`src/rtl/core/lruc_pkg.sv`:
```
// Types and constants shared by the handle cache modules.
`default_nettype none
package lruc_pkg;
	localparam int TICK_W = 64;
	localparam int SLOT_INDEX_W = 3;
	localparam int MASK_W = 8;
	localparam logic [TICK_W-1:0] MAX_IDLE_RESET = 64'd5000000;
	localparam logic OP_LOOKUP = 1'b0;
	localparam logic OP_SWEEP = 1'b1;

	typedef struct packed {
		logic [32:0] kind_size;
		logic [63:0] color;
		logic [63:0] albedo;
		logic [63:0] normal;
		logic [63:0] outbuf;
	} key_t;

	typedef struct packed {
		logic match;
		logic exceeds;
		logic [TICK_W-1:0] age;
	} eval_t;
endpackage
`default_nettype wire

```
`src/rtl/core/lruc_slot_eval.sv`:
```
// Shared slot evaluator: key compare, wrapped age and age compare against a limit.
`default_nettype none
module lruc_slot_eval
	import lruc_pkg::*;
(
	input  wire logic              slot_valid,
	input  wire key_t              slot_key,
	input  wire logic [TICK_W-1:0] slot_last_use,
	input  wire key_t              item_key,
	input  wire logic [TICK_W-1:0] item_tick,
	input  wire logic [TICK_W-1:0] limit,
	output eval_t                  eval
);
	logic [TICK_W-1:0] age;

	assign age = item_tick - slot_last_use;
	assign eval.age = age;
	assign eval.match = slot_valid && (slot_key == item_key);
	assign eval.exceeds = age > limit;
endmodule
`default_nettype wire

```
`src/rtl/core/lru_handle_cache_with_idle_evict.sv`:
```
// Top level of the fully associative handle cache with idle eviction.
//  channel | direction | handshake            | word
//  in      | in        | in_valid / in_ready   | lookup key, tick, build flag, operation
//  out     | out       | out_valid / out_ready | success, hit, slot, release flag, mask
//  cfg     | in        | cfg_wr_en             | idle limit in ticks
// A new word is accepted only once the previous one is done: the idle state takes the word in,
// one evaluator walks the slots one per cycle, then the done state applies the update.
// A lookup with an absent colour or output address skips the walk and goes straight to the done state.
// Reset clears the valid bits and the last-use times and restores the default idle limit;
// there is no clearing pass.
// A held result stalls only the final update cycle.
`default_nettype none
module lru_handle_cache_with_idle_evict
	import lruc_pkg::*;
#(
	parameter int SLOTS = 8
) (
	input  wire logic                    clk,
	input  wire logic                    arst_n,
	input  wire logic                    cfg_wr_en,
	input  wire logic [TICK_W-1:0]       cfg_wr_data,
	input  wire logic                    in_valid,
	output logic                         in_ready,
	input  wire logic                    operation,
	input  wire logic                    job_kind,
	input  wire logic [15:0]             image_width,
	input  wire logic [15:0]             image_height,
	input  wire logic [63:0]             color_addr,
	input  wire logic [63:0]             albedo_addr,
	input  wire logic [63:0]             normal_addr,
	input  wire logic [63:0]             output_addr,
	input  wire logic [TICK_W-1:0]       now_tick,
	input  wire logic                    build_ok,
	output logic                         out_valid,
	input  wire logic                    out_ready,
	output logic                         success,
	output logic                         hit,
	output logic [SLOT_INDEX_W-1:0]      slot_index,
	output logic                         victim_released,
	output logic [MASK_W-1:0]            released_mask
);
	localparam int IW = (SLOTS > 1) ? $clog2(SLOTS) : 1;

	typedef enum logic [2:0] {
		ST_IDLE = 3'b001,
		ST_SCAN = 3'b010,
		ST_DONE = 3'b100
	} state_t;

	state_t            state_q;
	logic [TICK_W-1:0] max_idle_q;

	logic [SLOTS-1:0]  valid_q;
	key_t              key_q [SLOTS];
	logic [TICK_W-1:0] last_use_q [SLOTS];

	logic              op_q;
	logic              absent_q;
	key_t              item_key_q;
	logic [TICK_W-1:0] item_tick_q;
	logic              build_q;
	logic [IW-1:0]     cnt_q;
	logic              found_q;
	logic [IW-1:0]     hit_idx_q;
	logic [IW-1:0]     victim_q;
	logic [TICK_W-1:0] best_q;
	logic [MASK_W-1:0] mask_q;

	logic                    out_valid_q;
	logic                    success_q;
	logic                    hit_q;
	logic [SLOT_INDEX_W-1:0] slot_index_q;
	logic                    released_q;
	logic [MASK_W-1:0]       out_mask_q;

	key_t              in_key;
	logic              in_fire;
	logic              done_fire;
	logic              scan_evict;
	logic [TICK_W-1:0] limit;
	eval_t             ev;

	assign in_key = '{kind_size: {job_kind, image_width, image_height},
		color: color_addr, albedo: albedo_addr, normal: normal_addr, outbuf: output_addr};
	assign in_ready = (state_q == ST_IDLE);
	assign in_fire = in_valid && in_ready;
	assign done_fire = (state_q == ST_DONE) && (!out_valid_q || out_ready);
	assign limit = (op_q == OP_SWEEP) ? max_idle_q : best_q;
	assign scan_evict = (state_q == ST_SCAN) && (op_q == OP_SWEEP) && valid_q[cnt_q]
		&& ev.exceeds;

	lruc_slot_eval u_eval (
		.slot_valid    (valid_q[cnt_q]),
		.slot_key      (key_q[cnt_q]),
		.slot_last_use (last_use_q[cnt_q]),
		.item_key      (item_key_q),
		.item_tick     (item_tick_q),
		.limit         (limit),
		.eval          (ev)
	);

	always_ff @(posedge clk or negedge arst_n) begin
		if (!arst_n) begin
			max_idle_q <= MAX_IDLE_RESET;
		end else if (cfg_wr_en) begin
			max_idle_q <= cfg_wr_data;
		end
	end

	always_ff @(posedge clk or negedge arst_n) begin
		if (!arst_n) begin
			state_q <= ST_IDLE;
			cnt_q <= '0;
		end else begin
			case (state_q)
				ST_IDLE: begin
					if (in_fire) begin
						cnt_q <= '0;
						if (operation == OP_LOOKUP && (color_addr == '0 || output_addr == '0)) begin
							state_q <= ST_DONE;
						end else begin
							state_q <= ST_SCAN;
						end
					end
				end
				ST_SCAN: begin
					cnt_q <= cnt_q + 1'b1;
					if (cnt_q == IW'(SLOTS - 1)) begin
						state_q <= ST_DONE;
					end
				end
				ST_DONE: begin
					if (done_fire) begin
						state_q <= ST_IDLE;
					end
				end
				default: begin
					state_q <= ST_IDLE;
				end
			endcase
		end
	end

	always_ff @(posedge clk) begin
		if (in_fire) begin
			op_q <= operation;
			absent_q <= (operation == OP_LOOKUP) && (color_addr == '0 || output_addr == '0);
			item_key_q <= in_key;
			item_tick_q <= now_tick;
			build_q <= build_ok;
			found_q <= 1'b0;
			hit_idx_q <= '0;
			victim_q <= '0;
			best_q <= '0;
			mask_q <= '0;
		end else if (state_q == ST_SCAN) begin
			if (op_q == OP_SWEEP) begin
				if (scan_evict && int'(cnt_q) < MASK_W) begin
					mask_q[3'(cnt_q)] <= 1'b1;
				end
			end else begin
				if (ev.match && !found_q) begin
					found_q <= 1'b1;
					hit_idx_q <= cnt_q;
				end
				if (ev.exceeds) begin
					best_q <= ev.age;
					victim_q <= cnt_q;
				end
			end
		end
	end

	always_ff @(posedge clk or negedge arst_n) begin
		if (!arst_n) begin
			valid_q <= '0;
			for (int i = 0; i < SLOTS; i++) begin
				last_use_q[i] <= '0;
			end
		end else if (scan_evict) begin
			valid_q[cnt_q] <= 1'b0;
		end else if (done_fire && op_q == OP_LOOKUP && !absent_q) begin
			if (found_q) begin
				last_use_q[hit_idx_q] <= item_tick_q;
			end else begin
				valid_q[victim_q] <= build_q;
				if (build_q) begin
					last_use_q[victim_q] <= item_tick_q;
				end
			end
		end
	end

	always_ff @(posedge clk) begin
		if (scan_evict) begin
			key_q[cnt_q] <= '0;
		end else if (done_fire && op_q == OP_LOOKUP && !absent_q && !found_q && build_q) begin
			key_q[victim_q] <= item_key_q;
		end
	end

	always_ff @(posedge clk or negedge arst_n) begin
		if (!arst_n) begin
			out_valid_q <= 1'b0;
		end else if (done_fire) begin
			out_valid_q <= 1'b1;
		end else if (out_ready) begin
			out_valid_q <= 1'b0;
		end
	end

	always_ff @(posedge clk) begin
		if (done_fire) begin
			success_q <= 1'b0;
			hit_q <= 1'b0;
			slot_index_q <= '0;
			released_q <= 1'b0;
			out_mask_q <= '0;
			if (op_q == OP_SWEEP) begin
				out_mask_q <= mask_q;
			end else if (!absent_q) begin
				if (found_q) begin
					success_q <= 1'b1;
					hit_q <= 1'b1;
					slot_index_q <= SLOT_INDEX_W'(hit_idx_q);
				end else begin
					success_q <= build_q;
					slot_index_q <= SLOT_INDEX_W'(victim_q);
					released_q <= valid_q[victim_q];
				end
			end
		end
	end

	assign out_valid = out_valid_q;
	assign success = success_q;
	assign hit = hit_q;
	assign slot_index = slot_index_q;
	assign victim_released = released_q;
	assign released_mask = out_mask_q;
endmodule
`default_nettype wire

```
`config.mk`:
```
export PLATFORM = sky130hd
export DESIGN_NAME = lru_handle_cache_with_idle_evict
export DESIGN_NICKNAME = d
export VERILOG_FILES = /design/src/rtl/core/lruc_pkg.sv /design/src/rtl/core/lruc_slot_eval.sv /design/src/rtl/core/lru_handle_cache_with_idle_evict.sv
export SDC_FILE = /design/constraint.sdc
export NUM_CORES = 2
export LEC_CHECK = 0
export BUFFER_PORTS_ARGS = -buffer_cell sky130_fd_sc_hd__clkbuf_2
export CAP_MARGIN = 20
export CORE_ASPECT_RATIO = 0.9
export CORE_MARGIN = 3
export CORE_UTILIZATION = 62
export CTS_CLUSTER_SIZE = 10
export DETAILED_ROUTE_END_ITERATION = 7
export PLACE_DENSITY_LB_ADDON = 0.12
export SLEW_MARGIN = 40
export SYNTH_ARGS = -nofsm -noshare
export SYNTH_HDL_FRONTEND = slang
export SYNTH_SLANG_ARGS = --single-unit
```
`constraint.sdc`:
```
create_clock -name clk -period 29.4 [get_ports clk]
set_input_delay 4.41 -clock clk [delete_from_list [all_inputs] [get_ports clk]]
set_output_delay 4.41 -clock clk [all_outputs]
set_load 0.02 [all_outputs]
```
## Word level (Yosys, flattened, before mapping)

Memory sizes are Yosys's and may differ from the RTL's.
Index checks and enable logic that the tools add are counted.

- Add/sub/neg operators: 2
- Magnitude comparators: 10
- Equal/unequal tests: 9
- Mux-type cells: 44
- Bitwise logic cells: 9
- Reductions and logical operators: 37

Operators by type and width:

| operator | number |
|---|---|
| bitwise mux 512 bit | 2 |
| 2-to-1 mux 512 bit | 2 |
| demux 64 bit (select 3 bit) | 2 |
| 2-to-1 mux 64 bit | 5 |
| equality test 289 bit | 1 |
| 2-to-1 mux 289 bit | 1 |
| OR reduction 289 bit | 1 |
| binary-select mux 64 bit (select 3 bit) | 1 |
| zero test 64 bit | 2 |
| > comparator 64 bit | 1 |
| subtractor 64 bit | 1 |
| 2-to-1 mux 8 bit | 3 |
| 2-to-1 mux 3 bit | 7 |
| logical AND 1 bit | 16 |
| AND reduction 3 bit | 5 |
| 2-to-1 mux 1 bit | 14 |
| >= comparator 4 bit, second input constant | 3 |
| NOT 3 -> 4 bit | 3 |
| one-hot mux 3 bit (3 select lines) | 1 |
| bitwise AND 8 bit | 1 |
| bitwise mux 8 bit | 1 |
| < comparator 3 x 4 -> 1 bit, second input constant | 2 |
| < comparator 4 x 1 -> 1 bit, second input constant | 2 |
| NOT 8 bit | 1 |
| other kinds (18) | 33 |

- Register bits after elaboration: 1040
- Memory bits (writable): 2312
- Input bits: 424
- Output and inout port bits: 16
- Logic and storage cells: 144
- Memories kept: 1

Memory list:

| memory | depth | bits a word | read ports | clocked after memory_dff | wr ports | line | text |
|---|---|---|---|---|---|---|---|
| key_q | 8 | 289 | 1 | 0 | 1 | lru_handle_cache_with_idle_evict.sv:54 | `key_t key_q [SLOTS];` |

## Logic depth before layout (Yosys ltp)

- Word-level depth: 12
- Depth in mapped cells: 42
- Gate-level depth less buffers: 29

## Cells and area by module

From an unflattened synthesis, not the netlist that was laid out.

- Cell total of the unflattened synthesis: 8481
- Area total of the unflattened synthesis: 134849.3 um2

Modules (own cells, without submodules):

| module | instances | cells an instance | area each (um2) | seq. area each (um2) |
|---|---|---|---|---|
| lru_handle_cache_with_idle_evict | 1 | 7168 | 126075.9 | 96919.2 |
| lruc_slot_eval | 1 | 1313 | 8773.4 | 0.0 |

## Least setup slack after synthesis

No wires, ideal clock.

- Path kind: flip-flop to flip-flop
- Start: register cnt_q[1]
- End: memory key_q[6][0] (netlist bit) (enable)
- Setup time: 1040 ps
- Arrival time: 20594 ps
- Required time: 28360 ps
- Setup slack: 7766 ps
- Stages on the path, launching flop included: 34
- Buffers on the path: 11
- Period minus slack after synthesis: 21634 ps
- Cells stage by stage: dfrtp_1 > buf_6 > buf_6 > buf_6 > buf_4 > buf_4 > buf_2 > buf_2 > buf_2 > buf_2 > buf_1 > mux4_2 > a221oi_1 > ha_1 > o21a_1 > o31a_1 > o31a_1 > a2111oi_0 > o21ai_0 > o21ai_0 > o22ai_1 > a31o_2 > nand3_1 > nand2_1 > xor2_1 > ha_1 > nand4_1 > nor4_1 > nand2_1 > o311ai_0 > o21bai_1 > or2_2 > clkbuf_1 > o22ai_1

RTL lines:

| what | line | text |
|---|---|---|
| from (decl) | lru_handle_cache_with_idle_evict.sv:62 | `logic [IW-1:0] cnt_q;` |
| from (signal assigned) | lru_handle_cache_with_idle_evict.sv:127 | `cnt_q <= cnt_q + 1'b1;` |
| to (decl) | lru_handle_cache_with_idle_evict.sv:54 |  |

==> results.sh <==
export IMPL_fillers=14100
export IMPL_status="finished clean"
export IMPL_core_area_um2=220000
export IMPL_multi_input_area_um2=38500
export IMPL_syn_area_um2=138000
export IMPL_placedInstanceArea_um2=143000
export IMPL_grt_use_total_pct=38.2
export IMPL_synth_cell_types=94
export IMPL_critPathKind="reg2reg"
export IMPL_ys_ff_latch=3352
export IMPL_cpMostUsedCell="buf_4"
export IMPL_fin_worst_skew_ps=82.2
export IMPL_hpwl_mm=276
export IMPL_r2r_slack_ps=16140
export IMPL_crit_path_end_kind="flip-flop"
export IMPL_syn_num_nets=8984
export IMPL_timing_rr_end="key_q[2][256]"
export IMPL_gp_congestion=0.965
export IMPL_max_slew_margin_pct=18.5
export IMPL_syn_to_final_growth_pct=12.0
export IMPL_synth_area_leaders="edfxtp_1, dfrtp_1, mux2_2"
export IMPL_place_inst=11400
export IMPL_ys_seq_area_share_pct=70.4
export IMPL_p_leak_uw=0.0564
export IMPL_min_period_over_period_pct=45.1
export IMPL_final_max_slew_violation_count=0
export IMPL_grt_pass1_vias=81800
export IMPL_die_w_um=503
export IMPL_setup_tns_ps=0
export IMPL_drv_cap=0
export IMPL_ant_nets=0
export IMPL_critical_path_arrival_ps=13840
export IMPL_reg2regPathDepth=31
export IMPL_final_area_um2=154000
export IMPL_finalHoldViolCount=0
export IMPL_cts_resized_gates=0
export IMPL_row_count=163
export IMPL_synth_cells=8430
export IMPL_grt_max_degree=124
export IMPL_cts_sinks=3352
export IMPL_die_h_um=453
export IMPL_drt_pre_antenna_iters=6
export IMPL_timing_fmax_mhz=75.4
export IMPL_cp_slowest_stage_delay_ps=820
export IMPL_pin_count=440
export IMPL_h_tree_depth=5
export IMPL_start_util_pct=62.6
export IMPL_finalNonFillerCells=12000
export IMPL_post_synth_cell_area_avg_um2=16.3
export IMPL_cp_slowest_cell="dfrtp_4"
export IMPL_drtIter0Drc=13600
export IMPL_worst_hold_slack_ps=453
export IMPL_die_area_um2=228000
export IMPL_min_period_ps=13260
export IMPL_start_kind="flip-flop"
export IMPL_cp_required_ps=29990
export IMPL_layout_drive_gt1_share_pct=23.5
export IMPL_p_per_area_nw_per_um2=81.4
export IMPL_clkTransAtPathRegs_ps=60
export IMPL_grt_pass1_wl_mm=615
export IMPL_wire_per_inst_um=36.6
export IMPL_synth_top_area_share_pct=58.5
export IMPL_clockRootBuffer="clkbuf_16"
export IMPL_worst_hold_path_num_cells=2
export IMPL_hold_path_class="reg2reg"
export IMPL_routed_via_density=7.19
export IMPL_yosys_area_top_type="edfxtp_1"
export IMPL_regToRegStartpoint="cnt_q[1]"
export IMPL_cp_max_fo=68
export IMPL_synth_edff_count=2682
export IMPL_p_total_uw=12600
export IMPL_drc=0
export IMPL_numCtsBuffers=388
export IMPL_holdPathEnd="best_q[19]"
export IMPL_tritoncts="yes"
export IMPL_clk_latency_ps=980
export IMPL_ff_latch_area_um2=96900
export IMPL_worst_pin_slew_ps=1220
export IMPL_hp_start="best_q[19]"
export IMPL_synthFlopType="edfxtp_1"
export IMPL_nNetsFinal=9482
export IMPL_finalSetupViolations=0
export IMPL_peakVddDrop_mv=0.0620
export IMPL_synth_warnings=0
export IMPL_vias=86100
export IMPL_postCtsSetupBuffers=0
export IMPL_antenna_found_initial=51
export IMPL_routed_wl_mm=438
export IMPL_async_reset_ff_share_pct=17.6
export IMPL_rsz0062_at_grt="no"
export IMPL_overflow=0
export IMPL_clock_path_buffers=4
export IMPL_hold_buffers=0
export IMPL_portBuffers=439
[synthesized netlist by cell type (93+ instances only)]
cell type  instances
edfxtp_1        2682
mux2_2           825
dfrtp_1          582
mux2i_1          350
and3_1           312
a22oi_1          304
nand2_1          296
clkbuf_1         286
a21oi_1          245
a221oi_1         231
nor2_1           179
buf_2            146
mux4_2           133
ha_1             129
o21ai_0          127
a221o_1          115
xor2_1           104
o22ai_1           93
[worst max-delay path, delay by kind of cell, from the launching register on]
family                   cells  cell delay (ps)
flip-flops                   1              820
AND/OR/NAND/NOR              8             1960
multiplexers                 1              410
XOR/XNOR                     1              160
buffers and inverters        6             3630
adder cells (fa/ha/maj)      2              670
AO/OA/AOI/OAI               13             4930
[area by class of cell]
class                      count  area share [%]
clock buffer                 510            6.71
timing repair buffer         647            2.77
multi-input combinational   4493            25.0
inverter                      46           0.127
antenna                       28          0.0455
clock inverter                12           0.112
sequential                  3352            62.9
tap                         2887            2.34
[metrics by stage]
stage / util (%) / setup WS, ps
after global routing: 70.0 / 15770
after CTS: 69.9 / 16370
after global placement: 65.0 / 16610
final: 70.0 / 16140
after detailed placement: 65.1 / 16400
after floorplan: - / 7770
[routing by layer]
| layer | track usage, % | vias up | wire, µm |
|---|---|---|---|
| li1 | - | 34700 | - |
| met1 | 56.5 | 43700 | 165000 |
| met2 | 52.3 | 6560 | 185000 |
| met3 | 12.0 | 1049 | 65900 |
| met4 | 16.7 | 28 | 21900 |
| met5 | 0.757 | - | 446 |
[state kept, by name, indices dropped and copies added, names as in the netlist, 3 cells and up]
name	flops
item_tick_q	64
victim_q	3
item_key_q	289
state_q	3
key_q	2312
released_mask	8
last_use_q	512
max_idle_q	64
mask_q	8
valid_q	8
slot_index	3
best_q	64
hit_idx_q	3
cnt_q	3
[power breakdown]
group	internal [µW]	total, µW	switching [µW]
Clock	2430	4190	1760
Sequential	5260	5480	215
Combinational	959	2880	1920
Total	8650	12600	3900
[worst max path at each step]
stage                     slack [ps]     start             to  cells past startpoint
after detailed placement       16400  cnt_q[1]  key_q[2][146]                     31
after global placement         16610  cnt_q[1]   key_q[1][97]                     29
after global routing           15770  cnt_q[1]  key_q[2][256]                     31
after CTS                      16370  cnt_q[1]  key_q[2][256]                     31
after floorplan                 7770  cnt_q[1]    key_q[6][0]                     33
final                          16140  cnt_q[1]  key_q[2][256]                     31
[kinds of logic after synthesis]
family | synth area share (%)
multiplexers | 11.5
adder cells (fa/ha/maj) | 1.19
buffers and inverters | 1.95
AO/OA/AOI/OAI | 8.88
AND/OR/NAND/NOR | 4.80
flip-flops | 70.4
XOR/XNOR | 1.24
[cell usage in the layout (no fill, tap or decap), types with 29 or more instances in the layout]
| cell type | Yosys | layout |
|---|---|---|
| a211oi_1 | 38 | 38 |
| a21o_1 | 67 | 64 |
| a21oi_1 | 245 | 244 |
| a221o_1 | 115 | 115 |
| a221oi_1 | 231 | 229 |
| a22o_1 | 91 | 91 |
| a22oi_1 | 304 | 303 |
| and3_1 | 312 | 311 |
| and4_1 | 39 | 39 |
| buf_4 | 41 | 157 |
| clkbuf_1 | 286 | 112 |
| clkbuf_16 | 0 | 395 |
| clkbuf_2 | 1 | 438 |
| dfrtp_1 | 582 | 579 |
| dfxtp_1 | 79 | 79 |
| edfxtp_1 | 2682 | 2682 |
| ha_1 | 129 | 129 |
| inv_1 | 44 | 42 |
| mux2_2 | 825 | 825 |
| mux2i_1 | 350 | 349 |
| mux4_2 | 133 | 133 |
| nand2_1 | 296 | 292 |
| nand2b_1 | 32 | 29 |
| nand3_1 | 43 | 43 |
| nand4_1 | 73 | 73 |
| nor2_1 | 179 | 172 |
| nor3_1 | 42 | 38 |
| nor4_1 | 66 | 56 |
| o21ai_0 | 127 | 124 |
| o22ai_1 | 93 | 91 |
| o2bb2ai_1 | 52 | 52 |
| xnor2_1 | 91 | 87 |
| xor2_1 | 104 | 104 |
Note: power is estimated with default switching activity, not from simulation.
